===== config.mk =====
export PLATFORM = sky130hd
export DESIGN_NAME = square_waypoint_p_controller_flat
export DESIGN_NICKNAME = d
export VERILOG_FILES = /design/src/rtl/swpc_pkg.sv /design/src/rtl/swpc_pose_if.sv /design/src/rtl/swpc_cmd_if.sv /design/src/rtl/swpc_mul.sv /design/src/rtl/swpc_isqrt.sv /design/src/rtl/swpc_cordic.sv /design/src/rtl/square_waypoint_p_controller.sv /design/src/flat_wrapper.sv
export SDC_FILE = /design/constraint.sdc
export NUM_CORES = 2
export LEC_CHECK = 0
export BUFFER_PORTS_ARGS = -buffer_cell sky130_fd_sc_hd__buf_2
export CAP_MARGIN = 20
export CORE_MARGIN = 3
export CORE_UTILIZATION = 40
export CTS_CLUSTER_SIZE = 24
export DETAILED_ROUTE_END_ITERATION = 7
export GPL_ROUTABILITY_DRIVEN = 0
export PLACE_DENSITY = 0.58
export SLEW_MARGIN = 20
export SYNTH_ARGS = -nofsm -noshare
export SYNTH_HDL_FRONTEND = slang
export SYNTH_SLANG_ARGS = --single-unit

===== constraint.sdc =====
create_clock -name clk -period 16.5 [get_ports clk]
set_input_delay 3.3 -clock clk [delete_from_list [all_inputs] [get_ports clk]]
set_output_delay 3.3 -clock clk [all_outputs]
set_load 0.02 [all_outputs]

===== src/rtl/swpc_pkg.sv =====
package swpc_pkg;

    // Fixed field widths
    localparam int HEAD_W     = 15;
    localparam int CFG_W      = 15;
    localparam int CFG_IDX_W  = 3;
    localparam int LIN_W      = 15;
    localparam int ANG_W      = 16;
    localparam int CORNER_W   = 2;
    localparam int BEARING_W  = 15;
    localparam int FRAC_BITS  = 12;

    // Angle constants
    localparam int Z_W        = 20;
    localparam logic [15:0]          TWO_PI_Q12 = 16'd25736;
    localparam logic signed [Z_W-1:0] PI_Q16     = 20'sd205887;
    localparam logic signed [Z_W-1:0] TWO_PI_Q16 = 20'sd411775;
    localparam int ATAN_LEN   = 30;
    localparam int ATAN_IDX_W = 5;

    // Register indexes
    localparam logic [CFG_IDX_W-1:0] CFG_LINEAR_GAIN   = 3'd0;
    localparam logic [CFG_IDX_W-1:0] CFG_ANGULAR_GAIN  = 3'd1;
    localparam logic [CFG_IDX_W-1:0] CFG_DIST_TOL      = 3'd2;
    localparam logic [CFG_IDX_W-1:0] CFG_HEADING_TOL   = 3'd3;
    localparam logic [CFG_IDX_W-1:0] CFG_SQUARE_SIDE   = 3'd4;

    // Register reset values
    localparam logic [CFG_W-1:0] RST_LINEAR_GAIN  = 15'd4096;
    localparam logic [CFG_W-1:0] RST_ANGULAR_GAIN = 15'd8192;
    localparam logic [CFG_W-1:0] RST_DIST_TOL     = 15'd819;
    localparam logic [CFG_W-1:0] RST_HEADING_TOL  = 15'd410;
    localparam logic [CFG_W-1:0] RST_SQUARE_SIDE  = 15'd4096;

    typedef enum logic [2:0] {
        S_IDLE,
        S_SQX,
        S_SQY,
        S_SUM,
        S_WAIT,
        S_LIN,
        S_ANG,
        S_FIN
    } state_t;

    typedef struct packed {
        logic start;
    } unit_ctrl_t;

    typedef struct packed {
        logic busy;
    } unit_stat_t;

    // round(atan(2^-i) * 65536)
    function automatic logic [15:0] atan_q16(input logic [ATAN_IDX_W-1:0] idx);
        logic [15:0] val;
        case (idx)
            5'd0:    val = 16'd51472;
            5'd1:    val = 16'd30386;
            5'd2:    val = 16'd16055;
            5'd3:    val = 16'd8150;
            5'd4:    val = 16'd4091;
            5'd5:    val = 16'd2047;
            5'd6:    val = 16'd1024;
            5'd7:    val = 16'd512;
            5'd8:    val = 16'd256;
            5'd9:    val = 16'd128;
            5'd10:   val = 16'd64;
            5'd11:   val = 16'd32;
            5'd12:   val = 16'd16;
            5'd13:   val = 16'd8;
            5'd14:   val = 16'd4;
            5'd15:   val = 16'd2;
            5'd16:   val = 16'd1;
            default: val = 16'd0;
        endcase
        return val;
    endfunction

endpackage


===== src/rtl/swpc_pose_if.sv =====
interface swpc_pose_if #(
    parameter int COORD_WIDTH = 16
);
    import swpc_pkg::*;

    logic                          valid;
    logic                          ready;
    logic signed [COORD_WIDTH-1:0] pose_x;
    logic signed [COORD_WIDTH-1:0] pose_y;
    logic signed [HEAD_W-1:0]      pose_heading;

    modport source (output valid, output pose_x, output pose_y, output pose_heading,
                    input ready);
    modport sink   (input valid, input pose_x, input pose_y, input pose_heading,
                    output ready);
endinterface


===== src/rtl/swpc_cmd_if.sv =====
interface swpc_cmd_if;
    import swpc_pkg::*;

    logic                    valid;
    logic                    ready;
    logic [LIN_W-1:0]        linear_command;
    logic signed [ANG_W-1:0] angular_command;
    logic [CORNER_W-1:0]     corner_index;
    logic                    corner_reached;

    modport source (output valid, output linear_command, output angular_command,
                    output corner_index, output corner_reached, input ready);
    modport sink   (input valid, input linear_command, input angular_command,
                    input corner_index, input corner_reached, output ready);
endinterface


===== src/rtl/swpc_mul.sv =====
module swpc_mul #(
    parameter int MW = 18
) (
    input  logic                   clk,
    input  logic signed [MW-1:0]   a,
    input  logic signed [MW-1:0]   b,
    output logic signed [2*MW-1:0] prod
);
    logic signed [2*MW-1:0] prod_reg;

    always_ff @(posedge clk)
    begin
        prod_reg <= a * b;
    end

    assign prod = prod_reg;
endmodule


===== src/rtl/swpc_isqrt.sv =====
module swpc_isqrt #(
    parameter int DW = 17
) (
    input  logic                     clk,
    input  logic                     rst_n,
    input  swpc_pkg::unit_ctrl_t     ctrl,
    input  logic [2*DW-1:0]          radicand,
    output swpc_pkg::unit_stat_t     stat,
    output logic [DW-1:0]            root
);
    import swpc_pkg::*;

    localparam int SQW   = 2 * DW;
    localparam int CNT_W = $clog2(DW + 1);

    logic [SQW-1:0]   rad_reg;
    logic [DW:0]      rem_reg;
    logic [DW-1:0]    root_reg;
    logic [CNT_W-1:0] cnt_reg;
    logic             busy_reg;

    logic [DW+2:0] rem_t;
    logic [DW+2:0] trial;
    logic          ge;
    logic [DW+2:0] rem_sub;

    // One result bit per cycle: bring down two radicand bits, try root*4+1
    always_comb
    begin
        rem_t   = {rem_reg, rad_reg[SQW-1 -: 2]};
        trial   = {1'b0, root_reg, 2'b01};
        ge      = (rem_t >= trial);
        rem_sub = ge ? (rem_t - trial) : rem_t;
    end

    always_ff @(posedge clk or negedge rst_n)
    begin
        if (!rst_n)
        begin
            busy_reg <= 1'b0;
            cnt_reg  <= '0;
        end
        else if (ctrl.start)
        begin
            busy_reg <= 1'b1;
            cnt_reg  <= CNT_W'(DW);
        end
        else if (busy_reg)
        begin
            cnt_reg <= cnt_reg - 1'b1;
            if (cnt_reg == CNT_W'(1))
                busy_reg <= 1'b0;
        end
    end

    always_ff @(posedge clk)
    begin
        if (ctrl.start)
        begin
            rad_reg  <= radicand;
            rem_reg  <= '0;
            root_reg <= '0;
        end
        else if (busy_reg)
        begin
            rad_reg  <= {rad_reg[SQW-3:0], 2'b00};
            rem_reg  <= rem_sub[DW:0];
            root_reg <= {root_reg[DW-2:0], ge};
        end
    end

    assign stat.busy = busy_reg;
    assign root      = root_reg;
endmodule


===== src/rtl/swpc_cordic.sv =====
module swpc_cordic #(
    parameter int DW           = 17,
    parameter int CORDIC_STEPS = 16
) (
    input  logic                               clk,
    input  logic                               rst_n,
    input  swpc_pkg::unit_ctrl_t               ctrl,
    input  logic signed [DW-1:0]               dx,
    input  logic signed [DW-1:0]               dy,
    output swpc_pkg::unit_stat_t               stat,
    output logic [swpc_pkg::BEARING_W-1:0]     bearing
);
    import swpc_pkg::*;

    localparam int N  = (CORDIC_STEPS < ATAN_LEN) ? CORDIC_STEPS : ATAN_LEN;
    localparam int XW = DW + FRAC_BITS + 2;
    localparam logic [ATAN_IDX_W-1:0] LAST = ATAN_IDX_W'(N - 1);

    logic signed [XW-1:0]   x_reg;
    logic signed [XW-1:0]   y_reg;
    logic signed [Z_W-1:0]  z_reg;
    logic                   zero_reg;
    logic [ATAN_IDX_W-1:0]  cnt_reg;
    logic                   busy_reg;

    logic signed [XW-1:0]  x0;
    logic signed [XW-1:0]  y0;
    logic signed [XW-1:0]  xs;
    logic signed [XW-1:0]  ys;
    logic signed [Z_W-1:0] angle;
    logic signed [Z_W-1:0] zw1;
    logic signed [Z_W-1:0] zw2;
    logic signed [Z_W-1:0] zrnd;
    logic [15:0]           r16;
    logic [15:0]           r16w;

    always_comb
    begin
        x0    = {{2{dx[DW-1]}}, dx, {FRAC_BITS{1'b0}}};
        y0    = {{2{dy[DW-1]}}, dy, {FRAC_BITS{1'b0}}};
        xs    = x_reg >>> cnt_reg;
        ys    = y_reg >>> cnt_reg;
        angle = $signed({{(Z_W-16){1'b0}}, atan_q16(cnt_reg)});
    end

    always_ff @(posedge clk or negedge rst_n)
    begin
        if (!rst_n)
        begin
            busy_reg <= 1'b0;
            cnt_reg  <= '0;
        end
        else if (ctrl.start)
        begin
            busy_reg <= 1'b1;
            cnt_reg  <= '0;
        end
        else if (busy_reg)
        begin
            cnt_reg <= cnt_reg + 1'b1;
            if (cnt_reg == LAST)
                busy_reg <= 1'b0;
        end
    end

    always_ff @(posedge clk)
    begin
        if (ctrl.start)
        begin
            zero_reg <= (dx == '0) && (dy == '0);
            // turn a left-half-plane vector by pi first
            if (dx[DW-1])
            begin
                x_reg <= -x0;
                y_reg <= -y0;
                z_reg <= PI_Q16;
            end
            else
            begin
                x_reg <= x0;
                y_reg <= y0;
                z_reg <= '0;
            end
        end
        else if (busy_reg)
        begin
            if (!y_reg[XW-1])
            begin
                x_reg <= x_reg + ys;
                y_reg <= y_reg - xs;
                z_reg <= z_reg + angle;
            end
            else
            begin
                x_reg <= x_reg - ys;
                y_reg <= y_reg + xs;
                z_reg <= z_reg - angle;
            end
        end
    end

    // Wrap into [0, 2pi) in Q16, round half up to Q4.12, wrap once more
    always_comb
    begin
        zw1  = z_reg[Z_W-1] ? (z_reg + TWO_PI_Q16) : z_reg;
        zw2  = (zw1 >= TWO_PI_Q16) ? (zw1 - TWO_PI_Q16) : zw1;
        zrnd = zw2 + 20'sd8;
        r16  = zrnd[Z_W-1:4];
        r16w = (r16 >= TWO_PI_Q12) ? (r16 - TWO_PI_Q12) : r16;
    end

    assign stat.busy = busy_reg;
    assign bearing   = zero_reg ? '0 : r16w[BEARING_W-1:0];
endmodule


===== src/rtl/square_waypoint_p_controller.sv =====
// Square-path proportional waypoint follower. Each pose request (x, y, yaw) yields one
// command request: a linear command from the distance to the current square corner, an
// angular command from the heading error (held at zero once the error first falls under
// heading_tolerance), the corner targeted after the tick and a flag set on the tick that
// advanced to the next corner. The iterative square root yields D = max(COORD_WIDTH, 16) + 1
// result bits and the CORDIC runs N = min(CORDIC_STEPS, 30) vectoring steps; both run side
// by side, and one shared registered multiplier forms the squares and the gain products.
// A finished command waits in an output register, so the next pose is taken while it is
// pending. Configuration writes are taken at any time but belong to idle periods; indexes
// beyond the last register are ignored.
module square_waypoint_p_controller #(
    parameter int COORD_WIDTH  = 16,
    parameter int CORDIC_STEPS = 16
) (
    input  logic                             clk,
    input  logic                             rst_n,
    swpc_pose_if.sink                        pose,
    swpc_cmd_if.source                       cmd,
    input  logic                             cfg_write,
    input  logic [swpc_pkg::CFG_IDX_W-1:0]   cfg_index,
    input  logic [swpc_pkg::CFG_W-1:0]       cfg_data
);
    import swpc_pkg::*;

    localparam int DW  = ((COORD_WIDTH > 16) ? COORD_WIDTH : 16) + 1;
    localparam int MW  = DW + 1;
    localparam int PW  = 2 * MW;
    localparam int SQW = 2 * DW;

    // Configuration
    logic [CFG_W-1:0] lin_gain_reg;
    logic [CFG_W-1:0] ang_gain_reg;
    logic [CFG_W-1:0] dist_tol_reg;
    logic [CFG_W-1:0] head_tol_reg;
    logic [CFG_W-1:0] side_reg;

    always_ff @(posedge clk or negedge rst_n)
    begin
        if (!rst_n)
        begin
            lin_gain_reg <= RST_LINEAR_GAIN;
            ang_gain_reg <= RST_ANGULAR_GAIN;
            dist_tol_reg <= RST_DIST_TOL;
            head_tol_reg <= RST_HEADING_TOL;
            side_reg     <= RST_SQUARE_SIDE;
        end
        else if (cfg_write)
        begin
            case (cfg_index)
                CFG_LINEAR_GAIN:  lin_gain_reg <= cfg_data;
                CFG_ANGULAR_GAIN: ang_gain_reg <= cfg_data;
                CFG_DIST_TOL:     dist_tol_reg <= cfg_data;
                CFG_HEADING_TOL:  head_tol_reg <= cfg_data;
                CFG_SQUARE_SIDE:  side_reg     <= cfg_data;
                default:          ;
            endcase
        end
    end

    // Sequencer
    state_t state_reg;
    state_t state_next;

    logic                   out_valid_reg;
    logic                   out_free;
    logic [CORNER_W-1:0]    corner_reg;
    logic [CORNER_W-1:0]    corner_next;
    logic                   held_reg;
    logic                   held_next;
    logic                   reached;
    logic                   in_accept;
    logic                   out_load;

    unit_ctrl_t sq_ctrl;
    unit_ctrl_t co_ctrl;
    unit_stat_t sq_stat;
    unit_stat_t co_stat;

    logic signed [MW-1:0] mul_a;
    logic signed [MW-1:0] mul_b;
    logic signed [PW-1:0] prod;

    // Captured pose
    logic signed [COORD_WIDTH-1:0] px_reg;
    logic signed [COORD_WIDTH-1:0] py_reg;
    logic signed [15:0]            yaw_reg;
    logic signed [15:0]            yaw_wrap;

    logic [PW-1:0]       acc_reg;
    logic [LIN_W-1:0]    lin_reg;

    logic signed [DW-1:0] tx;
    logic signed [DW-1:0] ty;
    logic signed [DW-1:0] px_ext;
    logic signed [DW-1:0] py_ext;
    logic signed [DW-1:0] dx;
    logic signed [DW-1:0] dy;
    logic [PW-1:0]        sum_sq;
    logic [DW-1:0]        dist_root;
    logic [BEARING_W-1:0] bearing;

    logic signed [15:0]   err;
    logic [15:0]          aerr;
    logic                 head_ok;
    logic                 dist_ok;
    logic [PW-1:0]        lin_full;
    logic signed [PW-1:0] ang_full;
    logic [LIN_W-1:0]     lin_sat;
    logic signed [ANG_W-1:0] ang_sat;

    always_comb
    begin
        state_next = state_reg;
        case (state_reg)
            S_IDLE: if (pose.valid) state_next = S_SQX;
            S_SQX:  state_next = S_SQY;
            S_SQY:  state_next = S_SUM;
            S_SUM:  state_next = S_WAIT;
            S_WAIT: if (!sq_stat.busy && !co_stat.busy) state_next = S_LIN;
            S_LIN:  state_next = S_ANG;
            S_ANG:  state_next = S_FIN;
            S_FIN:  if (out_free) state_next = S_IDLE;
            default: state_next = S_IDLE;
        endcase
    end

    always_comb
    begin
        pose.ready    = 1'b0;
        sq_ctrl.start = 1'b0;
        co_ctrl.start = 1'b0;
        out_load      = 1'b0;
        mul_a         = '0;
        mul_b         = '0;
        case (state_reg)
            S_IDLE: pose.ready = 1'b1;
            S_SQX:
            begin
                mul_a = MW'(dx);
                mul_b = MW'(dx);
            end
            S_SQY:
            begin
                mul_a = MW'(dy);
                mul_b = MW'(dy);
            end
            S_SUM:
            begin
                sq_ctrl.start = 1'b1;
                co_ctrl.start = 1'b1;
            end
            S_LIN:
            begin
                mul_a = $signed({1'b0, dist_root});
                mul_b = $signed({{(MW-CFG_W){1'b0}}, lin_gain_reg});
            end
            S_ANG:
            begin
                mul_a = $signed({{(MW-16){err[15]}}, err});
                mul_b = $signed({{(MW-CFG_W){1'b0}}, ang_gain_reg});
            end
            S_FIN:
            begin
                // hold the angular product while the command waits
                mul_a    = $signed({{(MW-16){err[15]}}, err});
                mul_b    = $signed({{(MW-CFG_W){1'b0}}, ang_gain_reg});
                out_load = out_free;
            end
            default: ;
        endcase
    end

    assign in_accept = pose.valid && pose.ready;
    assign out_free  = !out_valid_reg || cmd.ready;

    always_ff @(posedge clk or negedge rst_n)
    begin
        if (!rst_n)
        begin
            state_reg     <= S_IDLE;
            out_valid_reg <= 1'b0;
            corner_reg    <= '0;
            held_reg      <= 1'b0;
        end
        else
        begin
            state_reg <= state_next;
            if (out_load)
            begin
                out_valid_reg <= 1'b1;
                corner_reg    <= corner_next;
                held_reg      <= held_next;
            end
            else if (cmd.ready)
                out_valid_reg <= 1'b0;
        end
    end

    // Datapath
    always_comb
    begin
        yaw_wrap = $signed({pose.pose_heading[HEAD_W-1], pose.pose_heading});
        if (pose.pose_heading[HEAD_W-1])
            yaw_wrap = yaw_wrap + $signed(TWO_PI_Q12);
    end

    always_comb
    begin
        tx = (corner_reg == 2'd1 || corner_reg == 2'd2) ?
             $signed({{(DW-CFG_W){1'b0}}, side_reg}) : '0;
        ty = (corner_reg == 2'd0 || corner_reg == 2'd1) ?
             $signed({{(DW-CFG_W){1'b0}}, side_reg}) : '0;
        px_ext = {{(DW-COORD_WIDTH){px_reg[COORD_WIDTH-1]}}, px_reg};
        py_ext = {{(DW-COORD_WIDTH){py_reg[COORD_WIDTH-1]}}, py_reg};
        dx     = tx - px_ext;
        dy     = ty - py_ext;
        sum_sq = acc_reg + PW'(prod);
    end

    always_ff @(posedge clk)
    begin
        if (in_accept)
        begin
            px_reg  <= pose.pose_x;
            py_reg  <= pose.pose_y;
            yaw_reg <= yaw_wrap;
        end
        if (state_reg == S_SQY)
            acc_reg <= PW'(prod);
        if (state_reg == S_ANG)
            lin_reg <= lin_sat;
    end

    swpc_mul #(
        .MW (MW)
    ) u_mul (
        .clk  (clk),
        .a    (mul_a),
        .b    (mul_b),
        .prod (prod)
    );

    swpc_isqrt #(
        .DW (DW)
    ) u_isqrt (
        .clk      (clk),
        .rst_n    (rst_n),
        .ctrl     (sq_ctrl),
        .radicand (sum_sq[SQW-1:0]),
        .stat     (sq_stat),
        .root     (dist_root)
    );

    swpc_cordic #(
        .DW           (DW),
        .CORDIC_STEPS (CORDIC_STEPS)
    ) u_cordic (
        .clk     (clk),
        .rst_n   (rst_n),
        .ctrl    (co_ctrl),
        .dx      (dx),
        .dy      (dy),
        .stat    (co_stat),
        .bearing (bearing)
    );

    // Heading error is forced to zero while the heading is held
    always_comb
    begin
        err     = held_reg ? 16'sd0 : ($signed({1'b0, bearing}) - yaw_reg);
        aerr    = err[15] ? 16'(-err) : 16'(err);
        head_ok = aerr < {1'b0, head_tol_reg};
        dist_ok = dist_root < {{(DW-CFG_W){1'b0}}, dist_tol_reg};
        reached = dist_ok && head_ok;

        held_next = held_reg;
        if (!held_reg && head_ok)
            held_next = 1'b1;
        if (reached)
            held_next = 1'b0;
        corner_next = reached ? (corner_reg + 2'd1) : corner_reg;
    end

    // Round half up, then saturate
    always_comb
    begin
        lin_full = (PW'(prod) + PW'(2048)) >> FRAC_BITS;
        lin_sat  = (lin_full[PW-1:LIN_W] != '0) ? {LIN_W{1'b1}} : lin_full[LIN_W-1:0];

        ang_full = (prod + $signed(PW'(2048))) >>> FRAC_BITS;
        if (held_reg)
            ang_sat = '0;
        else if (ang_full[PW-1:ANG_W-1] == '0 || ang_full[PW-1:ANG_W-1] == '1)
            ang_sat = ang_full[ANG_W-1:0];
        else if (ang_full[PW-1])
            ang_sat = {1'b1, {(ANG_W-1){1'b0}}};
        else
            ang_sat = {1'b0, {(ANG_W-1){1'b1}}};
    end

    logic [LIN_W-1:0]        lin_out_reg;
    logic signed [ANG_W-1:0] ang_out_reg;
    logic [CORNER_W-1:0]     corner_out_reg;
    logic                    reached_out_reg;

    always_ff @(posedge clk)
    begin
        if (out_load)
        begin
            lin_out_reg     <= lin_reg;
            ang_out_reg     <= ang_sat;
            corner_out_reg  <= corner_next;
            reached_out_reg <= reached;
        end
    end

    assign cmd.valid           = out_valid_reg;
    assign cmd.linear_command  = lin_out_reg;
    assign cmd.angular_command = ang_out_reg;
    assign cmd.corner_index    = corner_out_reg;
    assign cmd.corner_reached  = reached_out_reg;

    // Assertions
    a_idle_units: assert property (@(posedge clk) disable iff (!rst_n)
        pose.ready |-> (!sq_stat.busy && !co_stat.busy))
        else $error("pose request taken while a shared unit is busy");

    a_advance: assert property (@(posedge clk) disable iff (!rst_n)
        (out_load && reached) |=>
            (!held_reg && corner_reg == $past(corner_reg) + 2'd1))
        else $error("corner advance did not clear the heading latch");

    a_corner_match: assert property (@(posedge clk) disable iff (!rst_n)
        cmd.valid |-> (cmd.corner_index == corner_reg))
        else $error("pending command disagrees with corner state");
endmodule

===== src/flat_wrapper.sv =====
// flat-port wrapper written by rule: the top's interface ports become plain ports
module square_waypoint_p_controller_flat import swpc_pkg::*;
#(
    parameter int COORD_WIDTH  = 16,
    parameter int CORDIC_STEPS = 16
)
  (clk, rst_n, cfg_write, cfg_index, cfg_data, pose_valid, pose_pose_x, pose_pose_y, pose_pose_heading, pose_ready, cmd_valid, cmd_linear_command, cmd_angular_command, cmd_corner_index, cmd_corner_reached, cmd_ready);
  swpc_pose_if #(.COORD_WIDTH(COORD_WIDTH)) pose_i ();
  swpc_cmd_if cmd_i ();
  input  logic clk;
  input  logic rst_n;
  input  logic cfg_write;
  input  logic [swpc_pkg::CFG_IDX_W-1:0] cfg_index;
  input  logic [swpc_pkg::CFG_W-1:0] cfg_data;
  input wire logic [$bits(pose_i.valid)-1:0] pose_valid;
  input wire logic [$bits(pose_i.pose_x)-1:0] pose_pose_x;
  input wire logic [$bits(pose_i.pose_y)-1:0] pose_pose_y;
  input wire logic [$bits(pose_i.pose_heading)-1:0] pose_pose_heading;
  output wire logic [$bits(pose_i.ready)-1:0] pose_ready;
  output wire logic [$bits(cmd_i.valid)-1:0] cmd_valid;
  output wire logic [$bits(cmd_i.linear_command)-1:0] cmd_linear_command;
  output wire logic [$bits(cmd_i.angular_command)-1:0] cmd_angular_command;
  output wire logic [$bits(cmd_i.corner_index)-1:0] cmd_corner_index;
  output wire logic [$bits(cmd_i.corner_reached)-1:0] cmd_corner_reached;
  input wire logic [$bits(cmd_i.ready)-1:0] cmd_ready;
  assign pose_i.valid = pose_valid;
  assign pose_i.pose_x = pose_pose_x;
  assign pose_i.pose_y = pose_pose_y;
  assign pose_i.pose_heading = pose_pose_heading;
  assign pose_ready = pose_i.ready;
  assign cmd_valid = cmd_i.valid;
  assign cmd_linear_command = cmd_i.linear_command;
  assign cmd_angular_command = cmd_i.angular_command;
  assign cmd_corner_index = cmd_i.corner_index;
  assign cmd_corner_reached = cmd_i.corner_reached;
  assign cmd_i.ready = cmd_ready;
  square_waypoint_p_controller #(.COORD_WIDTH(COORD_WIDTH), .CORDIC_STEPS(CORDIC_STEPS)) u_core (.clk(clk), .rst_n(rst_n), .pose(pose_i), .cmd(cmd_i), .cfg_write(cfg_write), .cfg_index(cfg_index), .cfg_data(cfg_data));
endmodule

==> summary.md <==
| Metric | Value |
|---|---|
| Vias in the first global route | 35600 |
| Worst Hold Class | reg2reg |
| Drt pass-1 iters | 5 |
| Startpoint Class | register |
| Port Buf Inserts | 105 |
| Worst-path maximum fanout | 16 |
| Total grt overflow | 0 |
| Synthesis-to-layout area growth | 8.57% |
| Post-place setup slack | 1.05 ns |
| M1 GR Usage | 29.2% |
| Sequential share of the synthesized area | 25.1% |
| Synth cell types | 108 |
| Core box area | 0.111 mm² |
| CTS buffer count | 50 |
| # nets final | 5660 |
| Met3 Track Usage GR | 2.51% |
| Most used routing layer | met2 |
| Setup violators final | 0 |
| Max Transition Viols Final | 0 |
| Fin. Hold Viols | 0 |
| FFs w/ async S/R, synth | 22.8% |
| Antenna violations before repair | 1 |
| Worst Max-Slew Pin Slew | 1.14 ns |
| Fin crit period | 15.54 ns |
| Required time worst endpoint | 17.07 ns |
| Htree depth | 2 |
| Post-synth EDFFs | 248 |
| Main flop type after synthesis | edfxtp_1 |
| Crit-path most repeated cell | a21oi_1 |
| GR Util met2 | 37.0% |
| Via density | 5.54 |
| Wire per inst | 19.7 µm |
| Max_cap viols | 0 |
| Synth Register Bits | 413 |
| Remaining DRCs | 0 |
| Starting Density | 40.3% |
| Crit end category | register |
| Synth Cell Area | 0.0447 mm² |
| Reg area | 0.0112 mm² |
| Most area-hungry cell type in the Yosys netlist | edfxtp_1 |
| Worst-path clk slew | 0.06 ns |
| Clock Path Buffers | 3 |
| Setup_tns | 0 ns |
| Die Y | 340 µm |
| DIE AREA | 0.116 mm² |
| Top cells by area, synth | edfxtp_1 17%, fa_1 15%, ha_1 9.0% |
| Largest net degree at the start of global routing | 79 |
| Final wirelength | 127000 µm |
| Final setup margin | 0.960 ns |
| Final HPWL DP | 99900 µm |
| Clock latency on the worst-skew pair | 0.68 ns |
| Max reg flops | 36 |
| Slew margin rel. | 24.2% |
| Fillers | 10900 |
| R2R depth | 56 |
| Status | completed |
| Final cell count without fillers | 6463 |
| N_diodes | 0 |
| Crit-path max cell delay | 0.72 ns |
| Clock Skew | 0.0726 ns |
| Final worst-path cycle share | 94.2% |
| Hold Path Depth | 0 |
| Vias | 35800 |
| CP max-delay cell | a2111oi_0 |
| Share of cells above drive strength 1 | 10.2% |
| Clk sinks | 413 |
| Area of the multi-input gates | 0.0305 mm² |
| Mapped Nets | 5630 |
| Row cnt | 122 |
| Die X-Extent | 340 µm |
| Syn avg cell area | 9.12 µm² |
| Crit path DAT | 16.11 ns |
| RSZ-0062 raised after global routing | no |
| Clock Root Buffer | clkbuf_16 |
| Cells after Synth | 4903 |
| GRT Total Usage | 22.0% |
| Cell total after placement | 6369 |
| Crit Path Category | reg2reg |
| TritonCTS clock tree | built |
| Top cell type's share of synthesized area | 16.7% |
| Fmax | 64.3 MHz |
| ANT nets after route | 0 |
| Synth warnings | 0 |
| DR iter-0 viols | 2853 |
| I/O pin cnt | 106 |
| Global-route wire length before repair | 202000 µm |
==> Yosys cell counts, types with 23 or more instances <==
| master | n |
|---|---|
| mux4_2 | 79 |
| xnor2_1 | 200 |
| a21oi_1 | 275 |
| and2_1 | 53 |
| a211oi_1 | 29 |
| a21o_1 | 60 |
| nand2_1 | 487 |
| inv_1 | 620 |
| nor3_1 | 91 |
| a221oi_1 | 34 |
| a221o_1 | 27 |
| or3_1 | 32 |
| clkbuf_1 | 149 |
| xor2_1 | 123 |
| a21boi_0 | 34 |
| mux2i_1 | 78 |
| and3_1 | 53 |
| dfrtp_1 | 80 |
| mux2_2 | 90 |
| nor2b_1 | 56 |
| fa_1 | 335 |
| ha_1 | 322 |
| o21a_1 | 47 |
| nand2b_1 | 42 |
| a31oi_1 | 42 |
| buf_1 | 23 |
| nor2_1 | 471 |
| dfxtp_1 | 71 |
| o21ai_0 | 228 |
| nand3_1 | 65 |
| edfxtp_1 | 248 |
==> worst max-delay path, delay by kind of cell, from the launching register on <==
kind / cells / cell delay (ns)
flops: 1 / 0.50
xor+xnor: 2 / 0.51
mux: 1 / 0.63
compound gates: 28 / 7.46
fa+ha+maj: 10 / 3.79
buf+inv: 8 / 0.86
simple gates: 7 / 1.67
==> placed cells by master (no fill, tap or decap), types with 16 or more instances in the layout <==
master / Yosys / final
a211o_1: 16 / 16
a211oi_1: 29 / 28
a21boi_0: 34 / 34
a21o_1: 60 / 60
a21oi_1: 275 / 275
a221o_1: 27 / 27
a221oi_1: 34 / 32
a31oi_1: 42 / 42
and2_1: 53 / 52
and3_1: 53 / 53
buf_2: 12 / 104
buf_4: 1 / 62
clkbuf_16: 0 / 51
dfrtp_1: 80 / 77
dfxtp_1: 71 / 71
edfxtp_1: 248 / 248
fa_1: 335 / 335
ha_1: 322 / 322
inv_1: 620 / 618
mux2_2: 90 / 90
mux2i_1: 78 / 78
mux4_2: 79 / 79
nand2_1: 487 / 486
nand2b_1: 42 / 41
nand3_1: 65 / 65
nor2_1: 471 / 469
nor2b_1: 56 / 56
nor3_1: 91 / 89
nor3b_1: 21 / 19
o211ai_1: 17 / 17
o21a_1: 47 / 47
o21ai_0: 228 / 225
o21bai_1: 19 / 19
o31ai_1: 19 / 19
or3_1: 32 / 32
xnor2_1: 200 / 200
xor2_1: 123 / 122
==> stage by stage <==
step                utilization (%)  hold slack [ns]  instance area [µm²]
finish                         43.8            0.419                48500
global route                   43.8            0.424                48500
CTS                            43.8            0.420                48500
detailed placement             42.3            0.405                46900
global placement               42.3            0.402                46900
floorplan                         -            0.400                44700
==> layer usage <==
layer / wire (µm) / share of wire, %
met2: 60900 / 48
met1: 54200 / 43
met5: 0 / 0
met3: 7360 / 5.8
met4: 4890 / 3.8
==> repair_timing <==
item                                    in CTS  in global routing
setup buffers                                0                  0
hold buffers                                 0                  0
endpoints found under the setup margin       0                  3
gates resized for setup                      0                  1
==> cell families (layout without fill, tap and decap cells) <==
| family | Yosys count | after routing | share of synthesized area (%) |
|---|---|---|---|
| buf+inv | 811 | 883 | 6.90 |
| simple gates | 1464 | 1464 | 15.0 |
| mux | 250 | 250 | 8.11 |
| flops | 413 | 413 | 25.1 |
| other cells | 1 | 1 | 0.00839 |
| compound gates | 982 | 982 | 14.4 |
| xor+xnor | 325 | 325 | 6.40 |
| fa+ha+maj | 657 | 657 | 24.0 |
==> area by class of cell <==
type                            instances  share of cell area [%]
Clock inverter                         31                   0.554
Inverter                              623                    4.82
Multi-Input combinational cell       3679                    62.8
Clock buffer                           63                    2.80
Tap cell                             1488                    3.84
Sequential cell                       413                    23.2
Timing Repair Buffer                  166                    2.03
==> final timing paths <==
path	slack, ns	to	start
max	0.96	u_core.u_mul.prod[32]	u_core.u_cordic.z_reg[0]
min	0.42	u_core.cmd.linear_command[1]	u_core.lin_reg[1]
max reg2reg	0.96	u_core.u_mul.prod[32]	u_core.u_cordic.z_reg[0]
min reg2reg	0.42	u_core.cmd.linear_command[1]	u_core.lin_reg[1]
max in group asynchronous	12.65	u_core.side_reg[11]	rst_n
min in group asynchronous	2.57	u_core.u_cordic.cnt_reg[1]	rst_n
Power is not shown: default switching activity piles up to over one toggle a cycle in this logic, so the estimate is an artifact.
